`config.mk`:
```
export PLATFORM = sky130hd
export DESIGN_NAME = bilrs_lane
export DESIGN_NICKNAME = d
export VERILOG_FILES = /design/src/sv/bilrs_pkg.sv /design/src/sv/bilrs_lane.sv
export SDC_FILE = /design/constraint.sdc
export NUM_CORES = 1
export LEC_CHECK = 0
export ABC_CLOCK_PERIOD_IN_PS = 19300
export BUFFER_PORTS_ARGS = -buffer_cell sky130_fd_sc_hd__clkbuf_2
export CORE_UTILIZATION = 35
export CTS_CLUSTER_DIAMETER = 100
export CTS_CLUSTER_SIZE = 24
export DETAILED_ROUTE_END_ITERATION = 10
export SLEW_MARGIN = 10
export SYNTH_ARGS = -nofsm -noshare
export SYNTH_HDL_FRONTEND = slang
export SYNTH_SLANG_ARGS = --single-unit
```
`constraint.sdc`:
```
create_clock -name clk -period 19.3 [get_ports clk]
set_input_delay 5.79 -clock clk [delete_from_list [all_inputs] [get_ports clk]]
set_output_delay 5.79 -clock clk [all_outputs]
set_load 0.02 [all_outputs]
```
`src/sv/bilrs_pkg.sv`:
```
// Shared constants, types and helpers for the bilinear RGBA8 resizer.
// Used by the channel interfaces, the coordinate divider, the blend lanes
// and the top level. No dependencies.
package bilrs_pkg;

	// Frame store geometry
	localparam int MAX_WIDTH  = 256;
	localparam int MAX_HEIGHT = 256;
	localparam int XW         = $clog2(MAX_WIDTH);
	localparam int YW         = $clog2(MAX_HEIGHT);
	localparam int IW         = (XW > YW) ? XW : YW;
	localparam int DEPTH      = MAX_WIDTH * MAX_HEIGHT;
	localparam int AW         = $clog2(DEPTH);

	// Field and register widths
	localparam int POS_W  = 10;
	localparam int SRC_W  = 9;
	localparam int DEN_W  = 11;
	localparam int FRAC_W = 8;
	localparam int CH_W   = 8;
	localparam int NUM_CH = 4;
	localparam int PIX_W  = CH_W * NUM_CH;

	// Divider sizing: quotient is index and fraction, two bits resolved per cycle
	localparam int QW    = IW + FRAC_W;
	localparam int QPAD  = ((QW + 1) / 2) * 2;
	localparam int NCYC  = QPAD / 2;
	localparam int CNT_W = $clog2(NCYC + 1);

	// Register map
	localparam int REG_IDX_W = 3;
	localparam int PADDR_W   = REG_IDX_W + 2;
	localparam logic [REG_IDX_W-1:0] REG_SRC_W = 3'd0;
	localparam logic [REG_IDX_W-1:0] REG_SRC_H = 3'd1;
	localparam logic [REG_IDX_W-1:0] REG_DST_W = 3'd2;
	localparam logic [REG_IDX_W-1:0] REG_DST_H = 3'd3;
	localparam logic [REG_IDX_W-1:0] REG_FLIP  = 3'd4;

	// Divider status toward the sequencer
	typedef struct packed {
		logic          idle;
		logic [QW-1:0] quot;
	} div_stat_t;

	// Last valid index of a source size saturated to 1..max_size
	function automatic logic [IW-1:0] last_index(input logic [SRC_W-1:0] size,
		input int max_size);
		logic [IW-1:0] idx;
		if (size == '0) begin
			idx = '0;
		end else if (32'(size) > max_size) begin
			idx = IW'(max_size - 1);
		end else begin
			idx = IW'(32'(size) - 1);
		end
		return idx;
	endfunction

	// Frame store word address of a pixel
	function automatic logic [AW-1:0] pix_addr(input logic [31:0] r, input logic [31:0] c);
		return AW'(r * 32'(MAX_WIDTH) + c);
	endfunction

endpackage

```
`src/sv/bilrs_lane.sv`:
```
// One channel blend lane: horizontal blend of two rows, registered, then the
// vertical blend and the final shift. Depends on bilrs_pkg.
module bilrs_lane (
	input  logic                         clk,
	input  logic [bilrs_pkg::CH_W-1:0]   p00,
	input  logic [bilrs_pkg::CH_W-1:0]   p10,
	input  logic [bilrs_pkg::CH_W-1:0]   p01,
	input  logic [bilrs_pkg::CH_W-1:0]   p11,
	input  logic [bilrs_pkg::FRAC_W-1:0] fx,
	input  logic [bilrs_pkg::FRAC_W-1:0] fy,
	output logic [bilrs_pkg::CH_W-1:0]   value
);
	localparam int WW = bilrs_pkg::FRAC_W + 1;
	localparam int HW = bilrs_pkg::CH_W + bilrs_pkg::FRAC_W;
	localparam int VW = HW + bilrs_pkg::FRAC_W;

	logic [WW-1:0] wx;
	logic [WW-1:0] wy;
	logic [HW-1:0] top_sum;
	logic [HW-1:0] bot_sum;
	logic [HW-1:0] top_s1;
	logic [HW-1:0] bot_s1;
	logic [VW-1:0] vert_sum;

	// Complementary weights 256-f
	assign wx = WW'(1 << bilrs_pkg::FRAC_W) - WW'(fx);
	assign wy = WW'(1 << bilrs_pkg::FRAC_W) - WW'(fy);

	// Blend left and right neighbors of both rows; a blend never exceeds 255*256
	always_comb begin
		top_sum = HW'(p00) * HW'(wx) + HW'(p10) * HW'(fx);
		bot_sum = HW'(p01) * HW'(wx) + HW'(p11) * HW'(fx);
	end

	always_ff @(posedge clk) begin
		top_s1 <= top_sum;
		bot_s1 <= bot_sum;
	end

	// Blend the rows and drop the sixteen fraction bits
	assign vert_sum = VW'(top_s1) * VW'(wy) + VW'(bot_s1) * VW'(fy);
	assign value    = vert_sum[VW-1:HW];

endmodule
```
==> impl_metrics.toml <==
[sta]
layout_setup_ws_ps = 886
hold_viol = 0
relSlewSlack_pct = 26.0
fin_crit_sh_pct = 95.4
rsz0062_at_grt = "false"
period_needed_ps = 18410
fmax_mhz = 54.3
tightestPinTransition_ps = 1100
finalSetupTns_ps = 0
slew_viol_final = 0
setup_viol_count_final = 0

[setup_path]
slowest_stage = "xnor2_1"
worst-setup-path-type = "in -> out"
worstPathArrival_ps = 12620
critPathMaxStageDelay_ps = 870
crit_top_cell = "fa_1"
worstPathMaxFanout = 16
required_ps = 13510
critical_path_buf_inv_count = 7
endpoint_kind = "primary output"
cp_top_family = "adder cells"
worst_setup_path_start_kind = "input pin"

[placed_design]
hpwl_mm = 35.2
place_ws_ps = 927
globalplace.congestion = 0.876
port_buffers = 56

[drt]
routed_wl_mm = 40.7
drt-initial-drc-count = 482
dr.pass1.iters = 5
routedWlPerCell_um = 14.9
drcViolationCount = 0
drtAntennaViolNets = 0
vias = 12700
via_per_inst = 4.66

[synthesis]
synth_ff_type = "dfxtp_1"
synth_cells = 2045
syn_nets = 2717
synth_cell_type_count = 48
yosys_warnings = 0
synth_edf_count = 0
synth_area_um2 = 18200
ys_seq_area_share_pct = 3.51
async_reset_ff_share_pct = 0
syn_avg_cell_area_um2 = 8.92
synth-seq-cells = 32

[global_route]
antenna_found_initial = 3
first_global_vias = 13700
overflow = 0
grt_max_degree = 35
grt_pass1_wl_mm = 69.2
track_usage_pct = 16.1

[floorplanning]
row_count = 83
die_y_um = 230
fp.dieArea_um2 = 53000
initial_utilization_pct = 35.5
boundaryPins = 57
die_w_um = 230
core_area_um2 = 51400

[finish]
area_growth_pct = 6.08
layout_commonest_cell = "inv_1"
drive_gt1_share_pct = 4.39
layout_common_cells = "inv_1, fa_1, and2_1"
nets = 2719

[min_path]
hold_class = "in -> reg"
whs_endpoint = "bot_s1[0]"
worstHoldStart = "p01[0]"
min_path_cells = 3

[run_status]
status = "completed"

[cts]
cts_num_sinks = 32
htree_levels = 2
cts_setup_buffers = 0
cts_made_buffers = 5
path_clk_slew_ps = 60
postCtsHoldBufs = 0
cts_tree = "built"
ctsRootBufferMaster = "clkbuf_16"
clockBufferDepth = 2
cts.repair.resized = 0

[flow_run]
max_cap_violations = 0
[flip-flops by register name, summed over array words and instances, names as in the netlist]
name	cells
top_s1	16
bot_s1	16
[worst min-delay path: stages]
cell	delay, ps
clkbuf_2	210
and2_1	170
ha_1	110
[synth_stat cells (4+ instances only)]
library cell	instances	area [µm²]
inv_1	563	2110
fa_1	422	8450
and2_1	291	1820
nand2_1	266	998
ha_1	201	2510
clkbuf_1	54	203
xnor2_1	45	394
dfxtp_1	32	641
a21oi_1	20	100
buf_1	16	60.1
nor2_1	16	60.1
nor3_1	16	80.1
xor2_1	16	140
o21ai_0	10	50.1
a21o_1	9	67.6
nand3_1	8	40.0
o21bai_1	6	45.0
a211oi_1	4	30.0
and3_1	4	25.0
o31ai_1	4	30.0
[stage by stage]
stage          std cells  hold slack (ps)  cell area [µm²]  utilization (%)
3_3_place_gp        2720             6300            19200             37.3
3_5_place_dp        2720             6320            19200             37.3
5_1_grt             2730             6040            19300             37.6
6_report            2730             6030            19300             37.6
4_1_cts             2728             6030            19300             37.6
2_1_floorplan       2045             6030            18200                -
[cell families (layout without fill, tap and decap cells)]
logic type / Yosys count / count (layout) / synth area share [%]
compound gates: 69 / 69 / 2.64
xor+xnor: 62 / 62 / 3.02
fa+ha+maj: 623 / 623 / 60.1
buf+inv: 636 / 639 / 13.1
flops: 32 / 32 / 3.51
mux: 1 / 1 / 0.0549
other cells: 0 / 2 / 0
simple gates: 622 / 622 / 17.5
[worst max path at each step]
stage / end / cells past startpoint / startpoint / slack, ps
after floorplan: value[7] / 24 / fy[0] / 1320
after global placement: value[6] / 26 / fy[0] / 1050
after detailed placement: value[6] / 25 / fy[2] / 930
after CTS: value[6] / 26 / fy[1] / 920
after global routing: value[6] / 25 / fy[2] / 410
final: value[6] / 26 / fy[1] / 890
[per-layer routing]
layer / GRT usage (%) / routed length (µm) / up-vias / part of all wire, %
met5: 0 / 12 / - / 0.029
met4: 3.27 / 592 / 2 / 1.5
met3: 0.707 / 1160 / 29 / 2.8
met2: 28.4 / 20900 / 211 / 51
met1: 21.9 / 18000 / 6605 / 44
li1: - / - / 5873 / -
[cell type report]
type	count	area [µm²]
Fill cell	5291	32100
Clock inverter	3	18.8
Tap cell	680	851
Inverter	563	2110
Sequential cell	32	641
Multi-Input combinational cell	1377	15200
Clock buffer	5	125
Timing Repair Buffer	68	370
Antenna cell	2	5.00
Power is left out: the tool's default activity adds up to more than one toggle a clock period on the data nets, which glitch-free logic cannot reach.
