**src/sv/bilrs_pkg.sv**
```systemverilog
// Shared constants, types and helpers for the bilinear RGBA8 resizer.
// Used by the channel interfaces, the coordinate divider, the blend lanes
// and the top level. No dependencies.
package bilrs_pkg;

	// Frame store geometry
	localparam int MAX_WIDTH  = 256;
	localparam int MAX_HEIGHT = 256;
	localparam int XW         = $clog2(MAX_WIDTH);
	localparam int YW         = $clog2(MAX_HEIGHT);
	localparam int IW         = (XW > YW) ? XW : YW;
	localparam int DEPTH      = MAX_WIDTH * MAX_HEIGHT;
	localparam int AW         = $clog2(DEPTH);

	// Field and register widths
	localparam int POS_W  = 10;
	localparam int SRC_W  = 9;
	localparam int DEN_W  = 11;
	localparam int FRAC_W = 8;
	localparam int CH_W   = 8;
	localparam int NUM_CH = 4;
	localparam int PIX_W  = CH_W * NUM_CH;

	// Divider sizing: quotient is index and fraction, two bits resolved per cycle
	localparam int QW    = IW + FRAC_W;
	localparam int QPAD  = ((QW + 1) / 2) * 2;
	localparam int NCYC  = QPAD / 2;
	localparam int CNT_W = $clog2(NCYC + 1);

	// Register map
	localparam int REG_IDX_W = 3;
	localparam int PADDR_W   = REG_IDX_W + 2;
	localparam logic [REG_IDX_W-1:0] REG_SRC_W = 3'd0;
	localparam logic [REG_IDX_W-1:0] REG_SRC_H = 3'd1;
	localparam logic [REG_IDX_W-1:0] REG_DST_W = 3'd2;
	localparam logic [REG_IDX_W-1:0] REG_DST_H = 3'd3;
	localparam logic [REG_IDX_W-1:0] REG_FLIP  = 3'd4;

	// Divider status toward the sequencer
	typedef struct packed {
		logic          idle;
		logic [QW-1:0] quot;
	} div_stat_t;

	// Last valid index of a source size saturated to 1..max_size
	function automatic logic [IW-1:0] last_index(input logic [SRC_W-1:0] size,
		input int max_size);
		logic [IW-1:0] idx;
		if (size == '0) begin
			idx = '0;
		end else if (32'(size) > max_size) begin
			idx = IW'(max_size - 1);
		end else begin
			idx = IW'(32'(size) - 1);
		end
		return idx;
	endfunction

	// Frame store word address of a pixel
	function automatic logic [AW-1:0] pix_addr(input logic [31:0] r, input logic [31:0] c);
		return AW'(r * 32'(MAX_WIDTH) + c);
	endfunction

endpackage

```
**src/sv/bilrs_div.sv**
```systemverilog
// Iterative coordinate mapper: (pos*last*256)/den by restoring division,
// two quotient bits a cycle. Quotient holds source index and 8-bit fraction.
// Depends on bilrs_pkg.
module bilrs_div (
	input  logic                        clk,
	input  logic                        arst_n,
	input  logic                        start,
	input  logic [bilrs_pkg::POS_W-1:0] pos,
	input  logic [bilrs_pkg::IW-1:0]    last,
	input  logic [bilrs_pkg::DEN_W-1:0] den,
	output bilrs_pkg::div_stat_t        stat
);
	localparam int PW = bilrs_pkg::POS_W + bilrs_pkg::IW;
	localparam int DW = PW + bilrs_pkg::FRAC_W;
	localparam int RW = bilrs_pkg::DEN_W + 1;

	logic [PW-1:0]               prod;
	logic [DW-1:0]               dvd;
	logic [RW-1:0]               rem_q;
	logic [RW-1:0]               rem_n;
	logic [RW-1:0]               step_r;
	logic [bilrs_pkg::QPAD-1:0]  sh_q;
	logic [bilrs_pkg::QPAD-1:0]  sh_n;
	logic [bilrs_pkg::CNT_W-1:0] cnt_q;

	// Scale the position; the dividend carries eight fraction bits
	always_comb begin
		prod = PW'(pos) * PW'(last);
		dvd  = {prod, bilrs_pkg::FRAC_W'(0)};
	end

	// Resolve two quotient bits: shift in a dividend bit, compare, subtract
	always_comb begin
		rem_n  = rem_q;
		sh_n   = sh_q;
		step_r = '0;
		for (int i = 0; i < 2; i++) begin
			step_r = {rem_n[RW-2:0], sh_n[bilrs_pkg::QPAD-1]};
			if (step_r >= RW'(den)) begin
				rem_n = step_r - RW'(den);
				sh_n  = {sh_n[bilrs_pkg::QPAD-2:0], 1'b1};
			end else begin
				rem_n = step_r;
				sh_n  = {sh_n[bilrs_pkg::QPAD-2:0], 1'b0};
			end
		end
	end

	// Count the remaining iterations
	always_ff @(posedge clk or negedge arst_n) begin
		if (!arst_n) begin
			cnt_q <= '0;
		end else if (start) begin
			cnt_q <= bilrs_pkg::CNT_W'(bilrs_pkg::NCYC);
		end else if (cnt_q != '0) begin
			cnt_q <= cnt_q - 1'b1;
		end
	end

	// Load the upper dividend part as partial remainder, then iterate
	always_ff @(posedge clk) begin
		if (start) begin
			rem_q <= RW'(dvd[DW-1:bilrs_pkg::QPAD]);
			sh_q  <= dvd[bilrs_pkg::QPAD-1:0];
		end else if (cnt_q != '0) begin
			rem_q <= rem_n;
			sh_q  <= sh_n;
		end
	end

	assign stat.idle = (cnt_q == '0);
	assign stat.quot = sh_q[bilrs_pkg::QW-1:0];

endmodule

```
**config.mk**
```make
export PLATFORM = sky130hd
export DESIGN_NAME = bilrs_div
export DESIGN_NICKNAME = d
export VERILOG_FILES = /design/src/sv/bilrs_pkg.sv /design/src/sv/bilrs_div.sv
export SDC_FILE = /design/constraint.sdc
export NUM_CORES = 1
export LEC_CHECK = 0
export ABC_AREA = 1
export BUFFER_PORTS_ARGS = -buffer_cell sky130_fd_sc_hd__buf_2
export CORE_UTILIZATION = 49
export DETAILED_ROUTE_END_ITERATION = 7
export HOLD_SLACK_MARGIN = 0.03
export PLACE_DENSITY = 0.75
export SYNTH_ARGS = -nofsm -noshare
export SYNTH_HDL_FRONTEND = slang
export SYNTH_SLANG_ARGS = --single-unit
```
**constraint.sdc**
```tcl
create_clock -name clk -period 5.8 [get_ports clk]
set_input_delay 0.87 -clock clk [delete_from_list [all_inputs] [get_ports clk]]
set_output_delay 0.87 -clock clk [all_outputs]
set_load 0.01 [all_outputs]
```
==> metrics, run 1 <==
number of synthesized flops with an enable pin=18; WP data required=5820 ps; CTS Hold Buffers Added=0; drt pass-1 iters=4; Max Buffers Root-to-Sink=2; Tcrit/Tclk final=82.7%; CP Buf/Inv Count=4; die height=109 microns; CP Class=primary input to flip-flop; Seq/Total Area, Yosys=14.7%; initial antenna violation count=0; Fmax=208 MHz; Starting Density=50.9%; DR WL/cell=11.9 microns; DRC=0; Hold Vio Cnt, Final=0; worst path arrival time=4820 ps; vias in the first global route=4617; first-pass GRT wire length=20000 microns; GR Util All Layers=21.1%; final wirelength=11500 microns; CP max-delay cell=fa_1; # rows=38; routability cong.=0.950; clock skew=4.90 ps; Slew HR=33.8%; internal reg-to-reg setup slack=1660 ps; mux share of post-synthesis cell area=0%; Final Power=3.17 mW; Clock transition at path regs=50 ps; max-cap violation count=0; post-cts sizing count=0; TritonCTS buffer count=5; ys flop type=edfxtp_1; endpoints failing setup=0; fillers=1085; slowest cell delay on critical path=540 ps; largest family of logic cells by synthesized area=adder cells; full die area=0.0119 sq mm; Slew Limit Fails=0; RR Endpoint=rem_q[0]$_DFFE_PP_; synthesized cell area=0.00560 sq mm; CTS tree=done; die width=109 microns; Max IR drop VDD=0.267 mV; Yosys reg bits=31; crit-path max FO=10; unrepaired setup endpoints after global routing=false; worst r2r src=sh_q[15]$_DFFE_PP_; clock sink total=31; delay-heaviest family, CP=adder cells; P_leak=3.67 nW; via count=4667; Area growth syn-to-layout=6.73%; Syn Nets=953; post-DP HPWL=9730 microns; ratio of cells with drive above 1 in the final layout=8.47%; YS warnings=0; crit path cell chain=buf_2 > nand2_1 > fa_1 > fa_1 > inv_1 > fa_1 > inv_1 > fa_1 > inv_1 > ha_1 > a21oi_1 > a21boi_0 > o21ai_0 > o21ai_0 > a21oi_1 > o21bai_2; root buffer cell=clkbuf_16; min Tclk post-route=4800 ps; post-synthesis simple-gate area fraction=23.3%; most used cell, CP=fa_1; Post-CTS Setup Inserts=0; I/O pins=49; initial drt markers=217; # diodes=0; vias per cell=4.83; cells on worst reg2reg path=20; critical path endpoint category=flip-flop; ANT nets after route=0; Yosys cell types=38; Worst Hold Class=primary input to asynchronous set/reset pin; H-tree levels=2; Skew-Pair Late Insertion Delay=270 ps; Startpoint Class=primary input; Post-Synth Adder-Cell Area=31.8%; status=completed; XOR/XNOR Fraction of Synth Area=3.29%; Post-synth ARST share=12.9%; average size of a mapped cell=6.92 sq um; Slew @ Worst Pin=991 ps; Power Density=530 mW/mm^2; GRT overflow=0; number of buffers added on ports=48; Core Region=0.0110 sq mm; Compound-Gate Fraction of Synth Area=9.19%; Gate Count Post-Synth=809; largest net degree at the start of global routing=29; setup TNS=0 ps; Layout Nets=969
cell usage in the layout (no fill, tap or decap):
cell and instances:
a21boi_0 2, a21o_1 7, a21oi_1 32, a21oi_2 1, a31oi_1 2, and2_1 2, buf_2 48, clkbuf_1 1
clkbuf_16 7, dfrtp_1 4, dfxtp_1 9, edfxtp_1 18, fa_1 50, ha_1 62, inv_1 202, inv_2 5
nand2_1 200, nand2_2 2, nand3_1 41, nand3_4 2, nand4_1 6, nand4_4 1, nor2_1 41, nor2_2 2
nor2_4 1, nor3_1 3, o2111ai_1 1, o211ai_1 1, o21ai_0 31, o21ai_1 6, o21bai_2 1, o22ai_1 6
o31ai_1 2, or2_0 1, or2_1 5, xnor2_1 10, xor2_1 11
metal layers:
metal | global-route usage, % | wire, microns
met5 | 0 | 0
met4 | 7.34 | 273
met3 | 1.55 | 313
met2 | 37.0 | 5330
met1 | 27.3 | 5570
metrics by stage:
| stage | hold WS, ps | instances | worst slack, ps | util (%) | cell area [sq um] |
|---|---|---|---|---|---|
| finish | 386 | 966 | 1000 | 54.4 | 5970 |
| floorplan | 459 | 809 | 871 | - | 5600 |
| detailed placement | 476 | 958 | 725 | 52.7 | 5790 |
| global placement | 476 | 958 | 822 | 52.7 | 5790 |
| global route | 386 | 966 | 791 | 54.4 | 5970 |
| CTS | 386 | 966 | 1010 | 54.4 | 5970 |
how the worst max path moves through the flow:
stage,from,endpoint,slack (ps),cells past startpoint
3_3_place_gp,last[7],rem_q[2]$_DFFE_PP_,820,16
2_1_floorplan,last[7],rem_q[2]$_DFFE_PP_,870,16
5_1_grt,last[7],rem_q[2]$_DFFE_PP_,790,16
3_5_place_dp,last[7],rem_q[2]$_DFFE_PP_,720,16
6_report,last[7],rem_q[2]$_DFFE_PP_,1000,16
4_1_cts,last[7],rem_q[2]$_DFFE_PP_,1010,16
cell families (layout without fill, tap and decap cells):
logic type                 after synthesis  count (layout)
and+or+nand+nor                        307             307
buffers and inverters                  246             263
AOI/OAI and AO/OA                       92              92
adders and majority gates              112             112
xor gates and xnor gates                21              21
DFF                                     31              31
registers in the layout, summed over array words and instances (netlist names):
signal / flops
sh_q: 16
cnt_q: 4
rem_q: 11
synth_stat cells, types with 11 or more instances:
library cell | instances | area share (%)
buf_4 | 15 | 2.0
ha_1 | 62 | 14
clkbuf_1 | 19 | 1.3
xor2_1 | 11 | 1.7
o21ai_0 | 31 | 2.8
edfxtp_1 | 18 | 9.7
inv_1 | 202 | 14
fa_1 | 50 | 18
nor2_1 | 41 | 2.8
nand3_1 | 41 | 3.7
nand2_1 | 200 | 13
a21oi_1 | 32 | 2.9
power by group:
group / internal, mW / switching, mW
sequential: 0.369 / 0.0634
combinational: 0.918 / 1.51
clock: 0.211 / 0.0924
total: 1.50 / 1.67
final cells by class:
| type | count | area (sq um) | share of cell area, % |
|---|---|---|---|
| multi-input cells | 532 | 3780 | 63.3 |
| flip-flops and latches | 31 | 821 | 13.7 |
| inverters | 207 | 777 | 13.0 |
| repair buffers | 48 | 240 | 4.02 |
| clock buffers | 8 | 179 | 3.00 |
| well taps | 140 | 175 | 2.93 |
No activity file was read; power rests on OpenSTA's default activity.
==> run 2, diff against run 1 <==
- clock period: 5.8 -> 4.65 ns (I/O delays scaled with it)
==> metrics, run 2 (synthesis gave the netlist of run 1 again) <==
final instance area=0.00630 sq mm (+5.5%); worst r2r src=sh_q[15]$_DFFE_PP_; Slew Limit Fails=0 (unchanged); post-DP HPWL=10400 microns (+6.7%); most used cell, CP=fa_1; post-cts sizing count=0 (unchanged); Area after DPL=0.00612 sq mm (+5.7%); DRC=0 (unchanged); CP Launch Point=last[4]; Starting Density=50.9% (unchanged); status=completed; setup TNS=0 ps (unchanged); CTS Hold Buffers Added=0 (unchanged); Fmax=226 MHz; Post-CTS Setup Inserts=0 (unchanged); CP Class=primary input to flip-flop; unrepaired setup endpoints after global routing=false; Largest register FFs=16 (unchanged); fin cells=1010 (+4.6%); drt pass-1 iters=4 (unchanged); Skew-Pair Late Insertion Delay=270 ps (about the same); vias in the first global route=4811 (+4.2%); Worst Hold Class=primary input to asynchronous set/reset pin; CTS tree=done; Startpoint Class=primary input; Clock transition at path regs=50 ps (about the same); Max IR drop VDD=0.329 mV (+23%); min Tclk post-route=4420 ps; Layout Nets=1013 (+4.5%); initial drt markers=291 (+34%); Hold Vio Cnt, Final=0 (unchanged); largest registers=sh_q (16), rem_q (11), cnt_q (4); GR Util All Layers=21.8% (+0.71 points); Biggest register=sh_q; critical path endpoint category=flip-flop; most frequent cells in the layout=202 x inv_1, 200 x nand2_1, 60 x ha_1, 50 x fa_1, 48 x buf_2; ANT nets after route=0 (unchanged); placed insts=1002 (+4.6%); WP data required=4670 ps (-1150 ps); fillers=1086 (+0.092%); largest net degree at the start of global routing=29 (unchanged); die width=109 microns (unchanged); routability cong.=0.969 (+2.1%); number of buffers added on ports=48 (unchanged); # diodes=0 (unchanged); ratio of cells with drive above 1 in the final layout=13.7% (+5.2 points); first-pass GRT wire length=20800 microns (+4.1%); Area growth syn-to-layout=12.6%; commonest non-fill, non-tap cell in the layout=inv_1; crit path cell chain=buf_2 > nand2_1 > inv_1 > fa_1 > fa_1 > inv_1 > fa_1 > fa_1 > inv_1 > ha_1 > a21oi_1 > o21ai_0 > buf_4 > a21o_1 > a21oi_1 > nor2_1 > o21ai_0 > o21ai_1; endpoints failing setup=0 (unchanged); full die area=0.0119 sq mm (unchanged); GRT overflow=0 (unchanged); vias per cell=4.82 (-0.32%); worst path arrival time=4440 ps (-380 ps); final wirelength=12000 microns (+4.5%); slowest cell delay on critical path=550 ps (about the same); Power Density=666 mW/mm^2 (+26%); DR WL/cell=11.9 microns (about the same); I/O pins=49 (unchanged); root buffer cell=clkbuf_16; Core Region=0.0110 sq mm (unchanged); Slew @ Worst Pin=1020 ps (+29.6 ps); CP max-delay cell=fa_1; cells on worst reg2reg path=20 (unchanged); clock sink total=31 (unchanged); P_leak=3.87 nW (+5.4%); crit-path max FO=8 (-2); clock skew=6.59 ps (+1.69 ps); TritonCTS buffer count=5 (unchanged); # rows=38 (unchanged); setup ws final=228 ps (-774 ps); max-cap violation count=0 (unchanged); H-tree levels=2 (unchanged); via count=4864 (+4.2%); Max Buffers Root-to-Sink=2 (unchanged); Final Power=4.20 mW (+33%); die height=109 microns (unchanged); initial antenna violation count=0 (unchanged); worst slack, placed=-158 ps (-883 ps); Slew HR=31.8% (-2.0 points); Tcrit/Tclk final=95.1%
-- run 2: cell types whose count changed in the layout (fill, tap and decap cells not counted), sizes merged --
cell	previous run	this run
clkinv	0	1
clkbuf	8	6
buf	48	92
inv	207	208
-- run 2: worst max-delay path, delay by kind of cell --
family,cells,cell delay [ps]
fa+ha+maj,5,2350
simple gates,2,120
compound gates,6,860
buf+inv,5,430
-- run 2: path summary, 6_finish.rpt --
check                                  endpoint  slack (ps)
setup / recovery             rem_q[3]$_DFFE_PP_         230
hold / removal             cnt_q[3]$_DFFE_PN0P_         220
setup reg to reg             rem_q[0]$_DFFE_PP_         660
hold reg to reg            sh_q[3]$_SDFFE_PP0N_         490
max in group asynchronous  cnt_q[2]$_DFFE_PN0P_        4320
min in group clk           sh_q[3]$_SDFFE_PP0N_         490
-- run 2: power by group --
group / internal [mW] / total [mW] / switching, mW
clock network: 0.197 / 0.307 / 0.110
logic: 1.39 / 3.35 / 1.96
registers: 0.461 / 0.539 / 0.0787
-- run 2: cell type report --
| cell class | count | area, sq um | area share (%) |
|---|---|---|---|
| tap | 140 | 175 | 2.78 |
| inverter | 207 | 777 | 12.3 |
| clock inverter | 2 | 11.3 | 0.179 |
| clock buffer | 6 | 129 | 2.05 |
| multi-input combinational | 532 | 3810 | 60.6 |
| sequential | 31 | 821 | 13.0 |
| timing repair buffer | 92 | 571 | 9.06 |
-- run 2: per-stage QoR --
step | hold slack (ps) | utilization, %
2_1_floorplan | 402 | -
3_3_place_gp | 480 | 55.8
3_5_place_dp | 485 | 55.8
4_1_cts | 213 | 57.0
5_1_grt | 217 | 57.3
6_report | 217 | 57.3
-- run 2: routing by layer --
metal	global-route usage, %	wire length, microns
met5	0	0
met4	6.18	172
met3	1.20	308
met2	41.1	5990
met1	26.7	5540
